### src/rtl/uer_pkg.sv
`default_nettype none

package uer_pkg;

  localparam int TIMEOUT_W = 16;
  localparam int TRIGGER_W = 8;
  localparam int DIST_W    = 11;
  localparam int CFG_W     = 16;
  localparam int REM_W     = 6;

  localparam logic [TIMEOUT_W-1:0] TIMEOUT_RESET = 16'd29952;
  localparam logic [TRIGGER_W-1:0] TRIGGER_RESET = 8'd20;

  localparam logic [REM_W-1:0] DIST_BIAS = 6'd29;
  localparam logic [REM_W-1:0] DIST_LAST = 6'd57;

  typedef enum logic {
    REG_TIMEOUT = 1'b0,
    REG_TRIGGER = 1'b1
  } reg_index_t;

  typedef enum logic [4:0] {
    PH_IDLE  = 5'b00001,
    PH_QUIET = 5'b00010,
    PH_TRIG  = 5'b00100,
    PH_RISE  = 5'b01000,
    PH_MEAS  = 5'b10000
  } phase_t;

  typedef struct packed {
    logic start_req;
    logic echo_level;
  } in_t;

  typedef struct packed {
    logic              trigger_level;
    logic              done_res;
    logic              timed_out;
    logic [DIST_W-1:0] distance_cm;
  } out_t;

endpackage

`default_nettype wire

### src/rtl/uer_core.sv
`default_nettype none

module uer_core #(
  parameter int COUNTER_BITS = 16
) (
  input  wire logic                           clk,
  input  wire logic                           rst,
  input  wire logic                           step,
  input  wire uer_pkg::in_t                   item,
  input  wire logic [uer_pkg::TIMEOUT_W-1:0]  timeout_ticks,
  input  wire logic [uer_pkg::TRIGGER_W-1:0]  trigger_ticks,
  output uer_pkg::out_t                       result
);
  import uer_pkg::*;

  localparam int CW = (COUNTER_BITS > TIMEOUT_W) ? COUNTER_BITS : TIMEOUT_W;

  phase_t                  phase;
  phase_t                  phase_next;
  logic [COUNTER_BITS-1:0] tick_count;
  logic [COUNTER_BITS-1:0] tick_count_next;
  logic [COUNTER_BITS-1:0] count_inc;
  logic [DIST_W-1:0]       quot;
  logic [DIST_W-1:0]       quot_next;
  logic [REM_W-1:0]        rem;
  logic [REM_W-1:0]        rem_next;
  logic                    expired;
  logic                    trig_end;
  logic                    fail;

  assign count_inc = tick_count + 1'b1;
  assign expired   = (CW'(tick_count) >= CW'(timeout_ticks)) || (&tick_count);
  assign trig_end  = CW'(count_inc) >= CW'(trigger_ticks);

  always_comb begin
    phase_next      = phase;
    tick_count_next = tick_count;
    quot_next       = quot;
    rem_next        = rem;
    fail            = 1'b0;
    result          = '0;
    unique case (phase)
      PH_IDLE: begin
        if (item.start_req) begin
          phase_next      = PH_QUIET;
          tick_count_next = '0;
        end
      end
      PH_QUIET: begin
        if (!item.echo_level) begin
          phase_next      = PH_TRIG;
          tick_count_next = '0;
        end else if (expired) begin
          fail = 1'b1;
        end else begin
          tick_count_next = count_inc;
        end
      end
      PH_TRIG: begin
        result.trigger_level = 1'b1;
        if (trig_end) begin
          phase_next      = PH_RISE;
          tick_count_next = '0;
        end else begin
          tick_count_next = count_inc;
        end
      end
      PH_RISE: begin
        if (item.echo_level) begin
          phase_next      = PH_MEAS;
          tick_count_next = '0;
          quot_next       = '0;
          rem_next        = DIST_BIAS;
        end else if (expired) begin
          fail = 1'b1;
        end else begin
          tick_count_next = count_inc;
        end
      end
      PH_MEAS: begin
        if (!item.echo_level) begin
          result.done_res    = 1'b1;
          result.distance_cm = quot;
          phase_next         = PH_IDLE;
          tick_count_next    = '0;
        end else if (expired) begin
          fail = 1'b1;
        end else begin
          tick_count_next = count_inc;
          if (rem == DIST_LAST) begin
            rem_next  = '0;
            quot_next = quot + 1'b1;
          end else begin
            rem_next = rem + 1'b1;
          end
        end
      end
      default: begin
        phase_next      = PH_IDLE;
        tick_count_next = '0;
      end
    endcase
    if (fail) begin
      result.done_res    = 1'b1;
      result.timed_out   = 1'b1;
      result.distance_cm = '0;
      phase_next         = PH_IDLE;
      tick_count_next    = '0;
    end
  end

  always_ff @(posedge clk) begin
    if (rst) begin
      phase      <= PH_IDLE;
      tick_count <= '0;
    end else if (step) begin
      phase      <= phase_next;
      tick_count <= tick_count_next;
    end
  end

  always_ff @(posedge clk) begin
    if (step) begin
      quot <= quot_next;
      rem  <= rem_next;
    end
  end

  a_meas_from_rise: assert property (@(posedge clk) disable iff (rst)
    (step && phase == PH_MEAS) |-> $past(phase == PH_RISE || phase == PH_MEAS))
    else $error("measuring entered from wrong phase");

  a_idle_quiet: assert property (@(posedge clk) disable iff (rst)
    (step && phase == PH_IDLE && item.start_req) |=> (phase == PH_QUIET))
    else $error("start not taken while idle");

  a_rem_range: assert property (@(posedge clk) disable iff (rst)
    (phase == PH_MEAS) |-> (rem <= DIST_LAST))
    else $error("remainder out of range");

endmodule

`default_nettype wire

### src/rtl/ultrasonic_echo_ranger.sv
// Ultrasonic time-of-flight ranger.
// Input channel (in_valid/in_ready/in_data): one transaction per microsecond
// tick, carrying a start request and the sampled echo pin level.
// Output channel (out_valid/out_ready/out_data): exactly one transaction per
// input transaction, carrying the trigger pin level, a done pulse, the
// timed-out flag and the distance in centimetres.
// Configuration: cfg_we writes cfg_data to register cfg_index (0 timeout
// ticks, 1 trigger ticks); write only while no transaction is in flight.
// Each result is registered into the result register, or into the skid register.
// Throughput: one transaction per cycle while in_ready is high; the phase step
// and the running distance quotient (kept by a remainder counter) finish in that cycle.
// A two-entry output stage (result register plus skid register) lets one
// more input transaction in while a result is stalled; in_ready drops only
// when both entries hold data.
// Reset: synchronous; phase returns to idle, the counter clears, both
// output entries empty, the registers take their reset values.
`default_nettype none

module ultrasonic_echo_ranger #(
  parameter int COUNTER_BITS = 16
) (
  input  wire logic                        clk,
  input  wire logic                        rst,
  input  wire logic                        in_valid,
  output logic                             in_ready,
  input  wire uer_pkg::in_t                in_data,
  output logic                             out_valid,
  input  wire logic                        out_ready,
  output uer_pkg::out_t                    out_data,
  input  wire logic                        cfg_we,
  input  wire logic                        cfg_index,
  input  wire logic [uer_pkg::CFG_W-1:0]   cfg_data
);
  import uer_pkg::*;

  logic [TIMEOUT_W-1:0] timeout_ticks;
  logic [TRIGGER_W-1:0] trigger_ticks;
  logic                 accept;
  logic                 drain;
  logic                 skid_valid;
  out_t                 skid_data;
  out_t                 result;

  assign in_ready = !skid_valid;
  assign accept   = in_valid && in_ready;
  assign drain    = !out_valid || out_ready;

  always_ff @(posedge clk) begin
    if (rst) begin
      timeout_ticks <= TIMEOUT_RESET;
      trigger_ticks <= TRIGGER_RESET;
    end else if (cfg_we) begin
      unique case (reg_index_t'(cfg_index))
        REG_TIMEOUT: timeout_ticks <= cfg_data[TIMEOUT_W-1:0];
        REG_TRIGGER: trigger_ticks <= cfg_data[TRIGGER_W-1:0];
        default: ;
      endcase
    end
  end

  uer_core #(
    .COUNTER_BITS (COUNTER_BITS)
  ) u_core (
    .clk           (clk),
    .rst           (rst),
    .step          (accept),
    .item          (in_data),
    .timeout_ticks (timeout_ticks),
    .trigger_ticks (trigger_ticks),
    .result        (result)
  );

  always_ff @(posedge clk) begin
    if (rst) begin
      out_valid  <= 1'b0;
      skid_valid <= 1'b0;
    end else if (drain) begin
      if (skid_valid) begin
        out_valid  <= 1'b1;
        skid_valid <= 1'b0;
      end else begin
        out_valid <= accept;
      end
    end else if (accept) begin
      skid_valid <= 1'b1;
    end
  end

  always_ff @(posedge clk) begin
    if (drain) begin
      if (skid_valid) begin
        out_data <= skid_data;
      end else if (accept) begin
        out_data <= result;
      end
    end else if (accept) begin
      skid_data <= result;
    end
  end

  a_skid_order: assert property (@(posedge clk) disable iff (rst)
    skid_valid |-> out_valid)
    else $error("skid entry held with empty result register");

  a_tmo_done: assert property (@(posedge clk) disable iff (rst)
    (out_valid && out_data.timed_out) |-> (out_data.done_res && out_data.distance_cm == '0))
    else $error("timed-out result without done");

  a_dist_done: assert property (@(posedge clk) disable iff (rst)
    (out_valid && out_data.distance_cm != '0) |-> (out_data.done_res && !out_data.timed_out))
    else $error("distance outside a finished measurement");

  a_stall_fill: assert property (@(posedge clk) disable iff (rst)
    (out_valid && !out_ready && accept) |=> skid_valid)
    else $error("stalled transaction not captured");

endmodule

`default_nettype wire

### config.mk
export PLATFORM = sky130hd
export DESIGN_NAME = ultrasonic_echo_ranger
export DESIGN_NICKNAME = d
export VERILOG_FILES = /design/src/rtl/uer_pkg.sv /design/src/rtl/uer_core.sv /design/src/rtl/ultrasonic_echo_ranger.sv
export SDC_FILE = /design/constraint.sdc
export NUM_CORES = 1
export LEC_CHECK = 0
export BUFFER_PORTS_ARGS = -buffer_cell sky130_fd_sc_hd__buf_4
export CORE_MARGIN = 2
export CORE_UTILIZATION = 60
export CTS_CLUSTER_SIZE = 16
export DETAILED_ROUTE_END_ITERATION = 10
export GPL_TIMING_DRIVEN = 0
export MAX_ROUTING_LAYER = met4
export PLACE_DENSITY = 0.79
export SLEW_MARGIN = 20
export SYNTH_ARGS = -nofsm -noshare
export SYNTH_HDL_FRONTEND = slang
export SYNTH_SLANG_ARGS = --single-unit
### constraint.sdc
create_clock -name clk -period 4.8 [get_ports clk]
set_input_delay 0.96 -clock clk [delete_from_list [all_inputs] [get_ports clk]]
set_output_delay 0.96 -clock clk [all_outputs]
set_load 0.05 [all_outputs]
==> metrics.md <==
| Metric | Value |
|---|---|
| Status | `finished clean` |
| Critical Path AT | `roughly 4.7 ns` |
| Synth Instances | `547` |
| First-pass GRT wire length | `approximately 19000 um` |
| RSZ-0062 raised after global routing | `false` |
| Startpoint type of the worst setup path | `flop` |
| Post-DP HPWL | `between 8000 and 9000 um` |
| Worst path required time | `5.08 ns` |
| Initial core utilization | `0.6144` |
| Residual DRC | `0` |
| Vias in the first global route | `3916` |
| CP Class | `reg -> reg` |
| Max cap viols | `0` |
| CTS Sinks | `92` |
| Max transition margin | `0.5338` |
| Die span in y | `around 95 um` |
| CTS buffer count | `9` |
| H-tree depth | `3` |
| Worst Setup End Kind | `flop` |
| Reg2reg end | `u_core.tick_count[6]` |
| Reg-to-reg startpoint | `u_core.tick_count[1]` |
| YS warnings | `0` |
| Largest net degree at the start of global routing | `19` |
| Multi-input combinational cell area | `approximately 2500 sq um` |
| CTS max path bufs | `2` |
| Logic pwr share | `0.114` |
| Int Power | `~1.1 mW` |
| Rows | `33` |
| Clock transition at path regs | `about 0.10 ns` |
| Synthesized net count | `between 500 and 600` |
| Antenna Cells | `0` |
| Sequential area share after synthesis | `0.4587` |
| Vias | `4160` |
| Syn Std Cell Area | `approximately 5000 sq um` |
| Core area | `between 8000 and 9000 sq um` |
| Clock skew | `around 0.014 ns` |
| Leakage | `2.174 nW` |
| Postcts setup bufs | `0` |
| Syn-to-layout area delta | `12.44%` |
| Most common flop cell mapped by yosys | `dfxtp_1` |
| Worst Hold End | `timeout_ticks[11]` |
| Hold Path Depth | `2` |
| Via density | `5.884` |
| Worst R2R Path Depth | `15` |
| Remaining Overflow, GRT | `0` |
| Clk pwr share | `0.332` |
| GR Util All Layers | `0.2781` |
| Die area | `9074 sq um` |
| Number of synthesized flops with an enable pin | `45` |
| CTS resizes | `0` |
| Final hold vios | `0` |
| Die Width | `~95 um` |
| I/O Buffers | `38` |
| Initial antenna violation count | `0` |
| Reg area | `around 2300 sq um` |
| Unique masters post-synth | `54` |
| Minimum clock period | `4.385 ns` |
| Fin nets | `between 600 and 700` |
| Max-slew violations | `0` |
| CTS root buffer | `clkbuf_8` |
| Top cells by area, synth | `edfxtp_1 27%, dfxtp_1 19%, ha_1 7.0%, nand2_1 6.2%, a21oi_1 4.9%` |
| Sw Pwr | `about 0.43 mW` |
| Synth top cells by count | `83 x nand2_1, 49 x a21oi_1, 47 x dfxtp_1, 45 x edfxtp_1, 31 x nor2_1` |
| Hold_sp | `timeout_ticks[11]` |
| Pwr dens | `around 270 nW/um^2` |
| WL final | `about 11000 um` |
| PnR worst setup slack | `0.4153 ns` |
| Post-place setup slack | `between 0.4 and 0.5 ns` |
| I/O Pins | `40` |
| Worst-path fanout max | `10` |
| Clk_lat worst skew | `~0.37 ns` |
| Most frequent cell after synthesis | `nand2_1` |
| Ys async rst share | `0` |
| R2R Setup Slk | `between 0.4 and 0.5 ns` |
| Synth Register Bits | `just over 90` |
| Hold crit path type | `reg -> reg` |
| Fmax | `~230 MHz` |
| Final setup violation count | `0` |
| Worst Max-Slew Pin Slew | `0.6985 ns` |
| Routed len/inst | `16.14 um` |
| Sum Neg Setup Slack | `0 ns` |
| Tcrit/Tclk final | `0.9135` |
| CTS Hold Bufs | `0` |
| Layout cell share with drive strength beyond 1 | `0.1578` |
| Switch share | `0.2808` |
| Filler cells | `640` |
| Sequential power share | `0.555` |
| Critical path origin | `u_core.tick_count[1]` |
| DR pass1 iterations | `5` |
| CTS tree | `built` |
| Syn Area/Cell | `roughly 9 sq um` |
| Final antenna-violating net count | `0` |
| 1st-iter DRT viols | `300` |
| Hold slack | `approximately 0.46 ns` |
| Yosys top cell area share | `0.2704` |
| Yosys top cell by area | `edfxtp_1` |
| Max IR drop VDD | `128.8 uV` |
| Gp weighted congestion | `slightly below 1` |
-- critical path: stages, from the launching register on --
cell and delay, ns:
dfxtp_1 0.50, ha_1 0.29, nand3_1 0.29, nor2_1 0.39
nor2b_1 0.12, or2_2 0.31, ha_1 0.29, o21ai_0 0.16
nor2_1 0.05, or3_1 0.32, a2111o_1 0.36, nor4_2 0.45
or2_2 0.27, buf_6 0.18, o21ai_2 0.08, a211oi_2 0.23
-- stage by stage --
stage / util / total power [mW] / area (sq um) / cells
finish: 0.6908 / 1.533 / 5619 / 707
global placement: 0.6656 / 1.035 / 5414 / 690
global route: 0.6908 / 1.591 / 5619 / 707
detailed placement: 0.6673 / 1.042 / 5428 / 691
floorplan: - / 0.9828 / 4997 / 547
CTS: 0.6905 / 1.540 / 5617 / 707
-- layer usage --
metal / GRT usage / up-vias / wire length, um
li1: - / 2051 / -
met1: 0.3537 / 1923 / 4911
met2: 0.4525 / 157 / 5544
met3: 0.04190 / 29 / 663
met4: 0.1002 / 0 / 289
met5: - / - / 0
-- power groups by stage --
| stage | Sequential (mW) | Combinational, mW | Clock, mW |
|---|---|---|---|
| 5_1_grt | 0.854 | 0.190 | 0.548 |
| 4_1_cts | 0.851 | 0.173 | 0.516 |
| 3_5_place_dp | 0.869 | 0.173 | 0 |
| 6_report | 0.850 | 0.174 | 0.509 |
| 2_1_floorplan | 0.893 | 0.0898 | 0 |
| 3_3_place_gp | 0.868 | 0.168 | 0 |
-- how the worst max path moves through the flow --
stage	endpoint	slack [ns]
2_1_floorplan	u_core.tick_count[6]	1.19
3_3_place_gp	u_core.tick_count[12]	0.54
3_5_place_dp	u_core.tick_count[2]	0.50
4_1_cts	u_core.tick_count[6]	0.45
5_1_grt	u_core.tick_count[0]	0.05
6_report	u_core.tick_count[6]	0.42
-- flip-flops by register name (all words and copies together), names as in the netlist --
name	flops
skid_data	14
u_core.rem	6
timeout_ticks	16
out_data	14
trigger_ticks	8
skid_valid	1
u_core.quot	11
u_core.phase	5
u_core.tick_count	16
out_valid	1
-- cells in the final DEF, fill, tap and decap left out, drive strengths merged, types with 5 or more instances in the layout --
master / Yosys / final
nand2: 84 / 84
edfxtp: 45 / 45
mux2: 12 / 12
inv: 30 / 34
nand2b: 6 / 6
clkbuf: 18 / 27
nor4: 5 / 5
or3: 5 / 5
dfxtp: 47 / 47
a21oi: 49 / 49
a211oi: 5 / 5
nand3: 21 / 21
and3: 5 / 5
nor3: 23 / 23
xnor2: 6 / 6
o21ai: 33 / 33
nand4: 12 / 12
ha: 28 / 28
and2: 13 / 13
buf: 9 / 48
nand3b: 6 / 6
xor2: 8 / 8
or2: 5 / 5
o211ai: 10 / 10
nor2: 31 / 31
-- cell type report --
type | count | share of cell area
multi-input combinational | 398 | 0.4420
inverter | 30 | 0.02004
timing repair buffer | 39 | 0.05210
tap | 105 | 0.02338
clock inverter | 7 | 0.01158
sequential | 92 | 0.4079
buffer | 27 | 0.02093
clock buffer | 9 | 0.02204
-- kinds of logic after synthesis --
| family | after synthesis | synth area share |
|---|---|---|
| fa+ha+maj | 28 | 0.07011 |
| simple gates | 224 | 0.2246 |
| compound gates | 118 | 0.1450 |
| buf+inv | 57 | 0.04607 |
| xor+xnor | 14 | 0.02454 |
| mux | 14 | 0.03105 |
| flops | 92 | 0.4587 |
No activity file was read; power rests on OpenSTA's default activity.
